[config.mk]
export PLATFORM = sky130hd
export DESIGN_NAME = command_frame_receiver_responder_core
export DESIGN_NICKNAME = d
export VERILOG_FILES = /design/src/cfrr_pkg.sv /design/src/cfrr_front.sv /design/src/cfrr_queue.sv /design/src/cfrr_back.sv /design/src/command_frame_receiver_responder_core.sv
export SDC_FILE = /design/constraint.sdc
export NUM_CORES = 1
export LEC_CHECK = 0
export BUFFER_PORTS_ARGS = -buffer_cell sky130_fd_sc_hd__buf_2
export CAP_MARGIN = 20
export CORE_MARGIN = 4
export CORE_UTILIZATION = 54
export DETAILED_ROUTE_END_ITERATION = 8
export PLACE_DENSITY = 0.82
export SYNTH_ARGS = -nofsm -noshare
export SYNTH_HDL_FRONTEND = slang
export SYNTH_SLANG_ARGS = --single-unit
[constraint.sdc]
create_clock -name clk -period 3.28 [get_ports clk]
set_input_delay 0.82 -clock clk [delete_from_list [all_inputs] [get_ports clk]]
set_output_delay 0.82 -clock clk [all_outputs]
set_load 0.03 [all_outputs]
[src/cfrr_pkg.sv]
// Types, constants and functions of the command frame receiver.
package cfrr_pkg;

  localparam logic [7:0] START_MARK = 8'h01;
  localparam logic [7:0] STOP_MARK  = 8'hBB;
  localparam logic [7:0] RESP_CMD   = 8'h03;
  localparam logic [7:0] RESP_ACK   = 8'h01;
  localparam logic [7:0] ADDR_NONE  = 8'hFF;
  localparam logic [7:0] MAX_LEN_RESET = 8'd251;
  localparam int unsigned RESP_LEN  = 8;
  localparam int unsigned QUEUE_DEPTH_DEFAULT = 4;

  localparam logic [2:0] ST_OK        = 3'd0;
  localparam logic [2:0] ST_ADDR_ERR  = 3'd1;
  localparam logic [2:0] ST_MODE_ERR  = 3'd2;
  localparam logic [2:0] ST_LEN_ERR   = 3'd3;
  localparam logic [2:0] ST_TOO_SHORT = 3'd4;

  typedef struct packed {
    logic [2:0] status;
    logic [7:0] addr;
  } cfrr_result_t;

  function automatic cfrr_result_t cfrr_judge(input logic [7:0] len,
                                              input logic [7:0] addr,
                                              input logic [7:0] mode);
    cfrr_result_t r;
    r.status = ST_OK;
    r.addr   = addr;
    if (len < 8'd3) begin
      r.status = ST_TOO_SHORT;
      r.addr   = ADDR_NONE;
    end else if (len == 8'd5) begin
      if (addr != 8'h01 && addr != 8'h02) begin
        r.status = ST_ADDR_ERR;
      end else if (mode != 8'h03 && mode != 8'h04) begin
        r.status = ST_MODE_ERR;
      end
    end else if (len != 8'd4 && len != 8'd6) begin
      r.status = ST_LEN_ERR;
    end
    return r;
  endfunction

  function automatic logic [7:0] cfrr_resp_byte(input logic [2:0] k,
                                                input cfrr_result_t r);
    logic [7:0] b;
    case (k)
      3'd0, 3'd1: b = START_MARK;
      3'd2:       b = RESP_CMD;
      3'd3:       b = RESP_ACK;
      3'd4:       b = {5'd0, r.status};
      3'd5:       b = r.addr;
      default:    b = STOP_MARK;
    endcase
    return b;
  endfunction

endpackage

[src/cfrr_front.sv]
// Front end: byte-level frame parser, length limit register and frame check.
module cfrr_front (
  input  logic                  clk,
  input  logic                  rst,
  input  logic                  cfg_valid,
  input  logic [7:0]            cfg_data,
  input  logic                  in_valid,
  output logic                  in_ready,
  input  logic [7:0]            rx_data,
  output logic                  push_valid,
  input  logic                  push_ready,
  output cfrr_pkg::cfrr_result_t push_data
);
  import cfrr_pkg::*;

  typedef enum logic [5:0] {
    PH_IDLE    = 6'b000001,
    PH_START2  = 6'b000010,
    PH_LENGTH  = 6'b000100,
    PH_PAYLOAD = 6'b001000,
    PH_STOP1   = 6'b010000,
    PH_STOP2   = 6'b100000
  } phase_t;

  phase_t     phase;
  logic [7:0] max_len;
  logic [7:0] payload_count;
  logic [7:0] payload_length;
  logic [7:0] address_byte;
  logic [7:0] mode_byte;
  logic [7:0] count_next;
  logic       in_fire;

  assign in_ready   = (phase != PH_STOP2) || push_ready;
  assign in_fire    = in_valid && in_ready;
  assign count_next = payload_count + 8'd1;
  assign push_valid = in_fire && (phase == PH_STOP2) && (rx_data == STOP_MARK);
  assign push_data  = cfrr_judge(payload_length, address_byte, mode_byte);

  always_ff @(posedge clk) begin
    if (rst) begin
      phase          <= PH_IDLE;
      max_len        <= MAX_LEN_RESET;
      payload_count  <= 8'd0;
      payload_length <= 8'd0;
      address_byte   <= ADDR_NONE;
      mode_byte      <= 8'd0;
    end else begin
      if (cfg_valid) begin
        max_len <= cfg_data;
      end
      if (in_fire) begin
        case (phase)
          PH_IDLE: begin
            if (rx_data == START_MARK) phase <= PH_START2;
          end
          PH_START2: begin
            phase <= (rx_data == START_MARK) ? PH_LENGTH : PH_IDLE;
          end
          PH_LENGTH: begin
            payload_length <= rx_data;
            payload_count  <= 8'd0;
            if (rx_data > max_len) begin
              phase <= PH_IDLE;
            end else if (rx_data == 8'd0) begin
              phase <= PH_STOP1;
            end else begin
              phase <= PH_PAYLOAD;
            end
          end
          PH_PAYLOAD: begin
            payload_count <= count_next;
            if (count_next == 8'd1) begin
              address_byte <= rx_data;
            end else if (count_next == 8'd3) begin
              mode_byte <= rx_data;
            end
            if (count_next == payload_length) phase <= PH_STOP1;
          end
          PH_STOP1: begin
            phase <= (rx_data == STOP_MARK) ? PH_STOP2 : PH_IDLE;
          end
          PH_STOP2: begin
            phase <= PH_IDLE;
          end
          default: begin
            phase <= PH_IDLE;
          end
        endcase
      end
    end
  end

endmodule

[src/cfrr_queue.sv]
// Small flip-flop queue of checked frames between front and back end.
module cfrr_queue #(
  parameter int unsigned DEPTH = cfrr_pkg::QUEUE_DEPTH_DEFAULT
) (
  input  logic                   clk,
  input  logic                   rst,
  input  logic                   push_valid,
  output logic                   push_ready,
  input  cfrr_pkg::cfrr_result_t push_data,
  output logic                   pop_valid,
  input  logic                   pop,
  output cfrr_pkg::cfrr_result_t pop_data
);
  import cfrr_pkg::*;

  localparam int unsigned PtrW = (DEPTH > 1) ? $clog2(DEPTH) : 1;
  localparam int unsigned CntW = $clog2(DEPTH + 1);
  localparam logic [PtrW-1:0] LastPtr = PtrW'(DEPTH - 1);

  cfrr_result_t    slots [DEPTH];
  logic [PtrW-1:0] wr_ptr;
  logic [PtrW-1:0] rd_ptr;
  logic [CntW-1:0] count;
  logic            do_push;
  logic            do_pop;

  assign push_ready = (count != CntW'(DEPTH));
  assign pop_valid  = (count != '0);
  assign pop_data   = slots[rd_ptr];
  assign do_push    = push_valid && push_ready;
  assign do_pop     = pop && pop_valid;

  always_ff @(posedge clk) begin
    if (do_push) slots[wr_ptr] <= push_data;
  end

  always_ff @(posedge clk) begin
    if (rst) begin
      wr_ptr <= '0;
      rd_ptr <= '0;
      count  <= '0;
    end else begin
      if (do_push) wr_ptr <= (wr_ptr == LastPtr) ? '0 : wr_ptr + 1'b1;
      if (do_pop)  rd_ptr <= (rd_ptr == LastPtr) ? '0 : rd_ptr + 1'b1;
      if (do_push && !do_pop) begin
        count <= count + 1'b1;
      end else if (do_pop && !do_push) begin
        count <= count - 1'b1;
      end
    end
  end

endmodule

[src/cfrr_back.sv]
// Back end: plays out the eight-byte response of each queued frame.
module cfrr_back (
  input  logic                   clk,
  input  logic                   rst,
  input  logic                   head_valid,
  input  cfrr_pkg::cfrr_result_t head_data,
  output logic                   pop,
  output logic                   out_valid,
  input  logic                   out_ready,
  output logic [7:0]             response_byte,
  output logic                   response_last,
  output logic [2:0]             check_status,
  output logic [7:0]             device_address
);
  import cfrr_pkg::*;

  localparam logic [2:0] LastIdx = 3'(RESP_LEN - 1);

  logic [2:0] byte_idx;
  logic       load;

  assign load = head_valid && (!out_valid || out_ready);
  assign pop  = load && (byte_idx == LastIdx);

  always_ff @(posedge clk) begin
    if (rst) begin
      out_valid <= 1'b0;
      byte_idx  <= 3'd0;
    end else if (load) begin
      out_valid <= 1'b1;
      byte_idx  <= byte_idx + 3'd1;
    end else if (out_ready) begin
      out_valid <= 1'b0;
    end
  end

  always_ff @(posedge clk) begin
    if (load) begin
      response_byte  <= cfrr_resp_byte(byte_idx, head_data);
      response_last  <= (byte_idx == LastIdx);
      check_status   <= head_data.status;
      device_address <= head_data.addr;
    end
  end

endmodule

[src/command_frame_receiver_responder_core.sv]
// Top level of the command frame receiver and responder.
//
//   channel | direction | handshake               | payload
//   --------+-----------+-------------------------+--------------------------------
//   cfg     | in        | cfg_valid / cfg_ready   | cfg_data (max payload length)
//   in      | in        | in_valid / in_ready     | rx_data
//   out     | out       | out_valid / out_ready   | response_byte, response_last,
//           |           |                         | check_status, device_address
//
// The parser takes one byte per cycle while in_ready is high. Once the second stop
// byte of a frame is accepted, its result enters the queue, and the back end then
// registers its eight response bytes, one per cycle while out_ready is high. Up to
// QUEUE_DEPTH checked frames wait between parser and emitter; in_ready falls only in
// the second-stop phase while that queue is full. Synchronous reset clears parser
// state, queue and output valid; cfg_ready is always high.
module command_frame_receiver_responder_core #(
  parameter int unsigned QUEUE_DEPTH = cfrr_pkg::QUEUE_DEPTH_DEFAULT
) (
  input  logic       clk,
  input  logic       rst,
  input  logic       cfg_valid,
  output logic       cfg_ready,
  input  logic [7:0] cfg_data,
  input  logic       in_valid,
  output logic       in_ready,
  input  logic [7:0] rx_data,
  output logic       out_valid,
  input  logic       out_ready,
  output logic [7:0] response_byte,
  output logic       response_last,
  output logic [2:0] check_status,
  output logic [7:0] device_address
);
  import cfrr_pkg::*;

  logic         push_valid;
  logic         push_ready;
  cfrr_result_t push_data;
  logic         head_valid;
  cfrr_result_t head_data;
  logic         pop;

  assign cfg_ready = 1'b1;

  cfrr_front u_front (
    .clk        (clk),
    .rst        (rst),
    .cfg_valid  (cfg_valid),
    .cfg_data   (cfg_data),
    .in_valid   (in_valid),
    .in_ready   (in_ready),
    .rx_data    (rx_data),
    .push_valid (push_valid),
    .push_ready (push_ready),
    .push_data  (push_data)
  );

  cfrr_queue #(
    .DEPTH (QUEUE_DEPTH)
  ) u_queue (
    .clk        (clk),
    .rst        (rst),
    .push_valid (push_valid),
    .push_ready (push_ready),
    .push_data  (push_data),
    .pop_valid  (head_valid),
    .pop        (pop),
    .pop_data   (head_data)
  );

  cfrr_back u_back (
    .clk            (clk),
    .rst            (rst),
    .head_valid     (head_valid),
    .head_data      (head_data),
    .pop            (pop),
    .out_valid      (out_valid),
    .out_ready      (out_ready),
    .response_byte  (response_byte),
    .response_last  (response_last),
    .check_status   (check_status),
    .device_address (device_address)
  );

endmodule

# Word-level counts from Yosys, hierarchy flattened
# Memories as Yosys holds them, arrays and structs flattened. A register that Yosys moved wholly into a read port is not among the register bits.
# Cells that the tools add are included.
# Widths: inputs -> output; s select.
[word_totals]
reg_bits = 77
ram_bits = 44
input_bits = 21
wordCells = 109
n_memories = 1
[op_classes]
addsub = 6
magnitude_cmp = 2
n_eq_ne = 30
n_mux = 25
bitwise = 1
n_reduce_logical = 29
[mem_list]
columns = ["name", "words", "word_bits", "read_ports", "rd_ports_with_merged_regs", "write_ports", "line", "rtl"]
rows = [
  ["u_queue.slots", 4, 11, 1, 1, 1, "cfrr_queue.sv:20", "cfrr_result_t slots [DEPTH];"],
]
[op_table]
columns = ["op", "n"]
rows = [
  ["$pmux 8 s4", 1],
  ["$pmux 6 s5", 1],
  ["$mux 6", 4],
  ["$ne 8x3->1 const B", 3],
  ["$mux 3", 6],
  ["$eq 8x1->1 const B", 2],
  ["$ne 8x2->1 const B", 2],
  ["$pmux 8 s2", 1],
  ["$logic_and 1x1->1", 12],
  ["$mux 2", 6],
  ["$eq 3x3->1 const B", 3],
  ["$add 8x1->8 const B", 1],
  ["$eq 8x2->1 const B", 1],
  ["$eq 8x3->1 const B", 1],
  ["$eq 8x8->1", 1],
  ["$eq 8x8->1 const B", 1],
  ["$gt 8x8->1", 1],
  ["$logic_not 8->1", 1],
  ["$lt 8x2->1 const B", 1],
  ["$mux 8", 1],
  ["$ne 8x1->1 const B", 1],
  ["$add 3x1->3 const B", 2],
  ["$eq 3x2->1 const B", 2],
  ["$eq 6x1->1 const B", 1],
  ["24 further kinds", 37],
]

# Logic depth before layout (Yosys ltp)
[depth]
ltp_word = 10
depth_mapped = 10
ltp_nobuf = 10

# Hierarchy
# A second synthesis with hierarchy kept.
[hier_totals]
cells_unflattened = 515
hier_area_um2 = 5766.8
[by_module_without_submodules]
columns = ["mod", "instances", "cells_each", "area_per_inst_um2"]
rows = [
  ["cfrr_front", 1, 338, 2723.9],
  ["cfrr_queue", 1, 105, 2062.0],
  ["cfrr_back", 1, 70, 969.7],
  ["command_frame_receiver_responder_core", 1, 2, 11.3],
]

# Least setup slack after synthesis
# Ideal clock, no wire load.
[synth_timing]
path_type = "input to register"
startpoint = "in out_ready"
endpoint = "reg u_queue.count[2]"
arrival_time_ns = 3.467
required_ns = 3.210
setup_slack_ns = -0.258
stages = 9
path_buffers = 0
cell_sequence = "inv_1 -> a21oi_1 -> nand2_1 -> ha_1 -> inv_1 -> fa_1 -> xor2_1 -> or3_1 -> a21oi_1"
[synth_via]
elab_chain_len = 7
word_cells_on_any_way = 9
cone_classes = "mux (1); reduce/logical (8)"
[synth_rtl]
columns = ["element", "line", "rtl"]
rows = [
  ["start: declaration", "command_frame_receiver_responder_core.sv:28", "input logic out_ready,"],
  ["$logic_or 1x1->1 (*)", "cfrr_back.sv:22", "assign load = head_valid && (!out_valid || out_ready);"],
  ["$logic_and 1x1->1 (*)", "cfrr_back.sv:22", ""],
  ["named net u_back.load", "cfrr_back.sv:20", "logic load;"],
  ["$logic_and 1x1->1 (*)", "cfrr_back.sv:23", "assign pop = load && (byte_idx == LastIdx);"],
  ["$logic_and 1x1->1 (*)", "cfrr_queue.sv:31", "assign do_pop = pop && pop_valid;"],
  ["$logic_not 1->1", "cfrr_queue.sv:45", "if (do_push && !do_pop) begin"],
  ["$logic_and 1x1->1", "cfrr_queue.sv:45", ""],
  ["$mux 3 or $reduce_bool 2->1 (tied branches)", "n/a", ""],
  ["end signal: assignment", "cfrr_queue.sv:46", "count <= count + 1'b1;"],
  ["end signal: assignment", "cfrr_queue.sv:48", "count <= count - 1'b1;"],
  ["end: declaration", "cfrr_queue.sv:23", "logic [CntW-1:0] count;"],
]
# Mark *: on every way through the listed nets, which the timed path passes. The rest lies on a longest branch.
# A chain may end at the register's enable or synchronous reset.

# Worst setup path after layout
[layout_timing]
startpoint = "reg u_front.phase[1]"
endpoint = "out in_ready"
[layout_via]
elab_chain_len = 2
[layout_rtl]
columns = ["element", "line", "rtl"]
rows = [
  ["start: declaration", "cfrr_front.sv:25", "phase_t phase;"],
  ["start signal: assignment", "cfrr_front.sv:58", "phase <= (rx_data == START_MARK) ? PH_LENGTH : PH_IDLE;"],
  ["start signal: assignment", "cfrr_front.sv:81", "phase <= (rx_data == STOP_MARK) ? PH_STOP2 : PH_IDLE;"],
  ["$ne 6x6->1", "cfrr_front.sv:34", "assign in_ready = (phase != PH_STOP2) || push_ready;"],
  ["$logic_or 1x1->1", "cfrr_front.sv:34", ""],
  ["end: declaration", "command_frame_receiver_responder_core.sv:25", "output logic in_ready,"],
]
# No other way between the ends.

==> impl_metrics.csv <==
group,metric,value,unit
clock_network,clk_path_buf_depth,2,
global_route,grtUsageMet1,23.3,%
timing,grt_setup_unrepaired,"false",
worst_setup_path,critPathCaptureType,"primary output",
logic_synthesis,synth_nets,534,
clock_network,ctsHoldBuffers,0,
die,die_w,110,um
die,die_y,110,um
die,start_util,56.3,%
global_route,grt_start_max_net_pins,30,
global_route,grt_usage,19.4,%
flow_run,cap_violations,0,
global_route,grt.overflow.total,0,
logic_synthesis,async_reset_ff_share,0,%
timing,tightest_slew,0.614,ns
clock_network,post_cts_buffers,0,
logic_synthesis,syn-mean-instance-area,11.5,sq um
finish,drive_gt1_share,19.5,%
min_path,hp-class,"flop to flop",
logic_synthesis,synth-edff-count,64,
detailed_routing,drt_wl_total,10.9,mm
timing,max_freq,344,MHz
place,hpwl,7.50,mm
logic_synthesis,synth-main-ff-cell,"edfxtp_1",
global_route,grt_antenna_before_repair,0,
power_and_ir_drop,p_per_area,524,mW/mm^2
power_and_ir_drop,leakage,2.45,nW
detailed_routing,drt_first_iter_violations,202,
finish,n_antenna_cell,0,
place,gp_congestion,0.891,
logic_synthesis,synth_cell_types,55,
worst_setup_path,crit_type,"flop to primary output",
detailed_routing,ant_nets,0,
clock_network,clk_latency,0.51,ns
timing,finalSetupViolCount,0,
detailed_routing,drcViolationCount,0,
global_route,grt_pass1_vias,3785,
detailed_routing,firstDrtPassIters,4,
die,core,0.00995,sq mm
place,port_buffers,42,
logic_synthesis,synth_commonest_cells,"edfxtp_1 (64), dfxtp_1 (59), nor2_1 (51)",
worst_setup_path,startpoint_type,"flop",
timing,final-max-slew-violation-count,0,
timing,finalCritPeriodShare,88.7,%
finish,final_core_util,65.9,%
global_route,met2_usage,33.4,%
place,dpl_cell_area,0.00601,sq mm
clock_network,clk_pin_slew,0.06,ns
die,die_area,0.0121,sq mm
timing,hold_viol,0,
finish,fin_area,0.00656,sq mm
clock_network,root_buffer,"clkbuf_8",
logic_synthesis,synth_area_leader_cell,"edfxtp_1",
worst_setup_path,crit_required,2.46,ns
finish,nets,590,
clock_network,cts.sinks,123,
timing,timing.final.crit_period,2.91,ns
clock_network,cts_buffers,17,
die,ios,44,
logic_synthesis,yosysMostFrequentCell,"edfxtp_1",
logic_synthesis,synth_cells,489,
clock_network,htreeDepth,4,
global_route,global_route.usage.met3,4.70,%
logic_synthesis,ys_ff_latch,123,
global_route,grt_pass1_wl,17.9,mm
detailed_routing,routedWlPerCell,15.8,um
worst_setup_path,crit_fanout,5,
logic_synthesis,ys_warn_count,0,
logic_synthesis,syn_area,0.00560,sq mm
logic_synthesis,yosys-top-cells-area,"edfxtp_1 (34%), dfxtp_1 (21%), mux2i_1 (5.5%)",
timing,fin_tns_setup,0,ns
worst_setup_path,arrival,2.09,ns
logic_synthesis,yosysSeqAreaShare,55.4,%
die,rows,36,
status,outcome,"finished clean",
timing,slew_headroom,58.8,%
global_route,top_usage_layer,"met2",
detailed_routing,vias,3901,
finish,syn_to_final_growth,17.2,%
logic_synthesis,yosysTopAreaCellShare,34.3,%
detailed_routing,via_per_inst,5.65,
power_and_ir_drop,ir_worst_vdd,0.356,mV
timing,clock_skew,0.00748,ns
clock_network,post_cts_resized,0,
clock_network,cts_tree,"done",
## state kept, by name, indices dropped and copies added (netlist names), 8 cells and up, named ones only
| register | flops |
|---|---|
| u_front.mode_byte | 8 |
| u_front.address_byte | 8 |
| u_front.max_len | 8 |
| u_front.payload_length | 8 |
| u_front.payload_count | 8 |
| u_back.device_address | 8 |
| u_queue.slots | 44 |
| u_back.response_byte | 8 |
## metal layers
layer / wire length (um) / vias to the layer above
li1: - / 1903
met1: 4720 / 1877
met2: 5440 / 99
met3: 503 / 22
met4: 238 / 0
met5: 0 / -
## critical path: stages, from the launching register on
cell      delay (ns)
dfxtp_1         0.34
nor4_1          0.45
nand3b_1        0.23
or2_2           0.37
buf_2           0.19
## metrics by stage
step	std cells	worst slack [ns]	power, mW	hold WS [ns]
2_1_floorplan	489	0.230	1.72	0.446
5_1_grt	691	0.157	3.57	0.523
4_1_cts	691	0.354	3.47	0.478
6_report	691	0.371	3.44	0.476
3_5_place_dp	659	0.0535	1.76	0.470
3_3_place_gp	659	0.131	1.75	0.463
## kinds of logic (layout without fill, tap and decap cells)
logic type	count (synthesis)	count (layout)	share of synthesized area (%)
simple gates	163	163	15.2
compound gates	80	80	8.89
xor+xnor	11	11	1.72
other cells	1	1	0.0669
fa+ha+maj	24	24	5.49
mux	42	42	9.96
buf+inv	45	114	3.30
flops	123	123	55.4
## cells in the final DEF (no fill, tap or decap), types with 8 or more instances in the layout
cell,n
nand2_1,31
clkbuf_16,16
buf_4,16
mux4_2,11
inv_1,24
mux2i_1,31
a21oi_1,35
buf_2,42
nand3_1,9
nand4_1,8
o211ai_1,9
xor2_1,9
edfxtp_1,64
dfxtp_1,59
nand2b_1,12
ha_1,23
o21ai_0,8
nor2_1,51
## path summary, 6_finish.rpt
path,startpoint,endpoint,slack (ns),cells after the start
max,u_front.phase[1]$_SDFFE_PP0P_,in_ready,0.37,4
min,u_back.out_valid$_SDFFE_PP0P_,u_back.out_valid$_SDFFE_PP0P_,0.48,2
min reg2reg,u_back.out_valid$_SDFFE_PP0P_,u_back.out_valid$_SDFFE_PP0P_,0.48,2
max reg2reg,u_front.phase[1]$_SDFFE_PP0P_,u_queue.count[2]$_SDFFE_PP0P_,0.58,9
## area by class of cell
class | count | area, sq um
fill | 740 | 3390
clock buffer | 18 | 418
sequential | 123 | 3100
tap | 133 | 166
clock inverter | 14 | 138
inverter | 24 | 90.1
multi-input combinational | 321 | 2320
timing repair buffer | 58 | 330
## where the power goes
part	switching (mW)	internal, mW	total (mW)
logic	0.0650	0.0438	0.109
clock network	0.699	1.02	1.72
registers	0.00585	1.61	1.62
total	0.769	2.67	3.44
No activity file was read; power rests on OpenSTA's default activity.
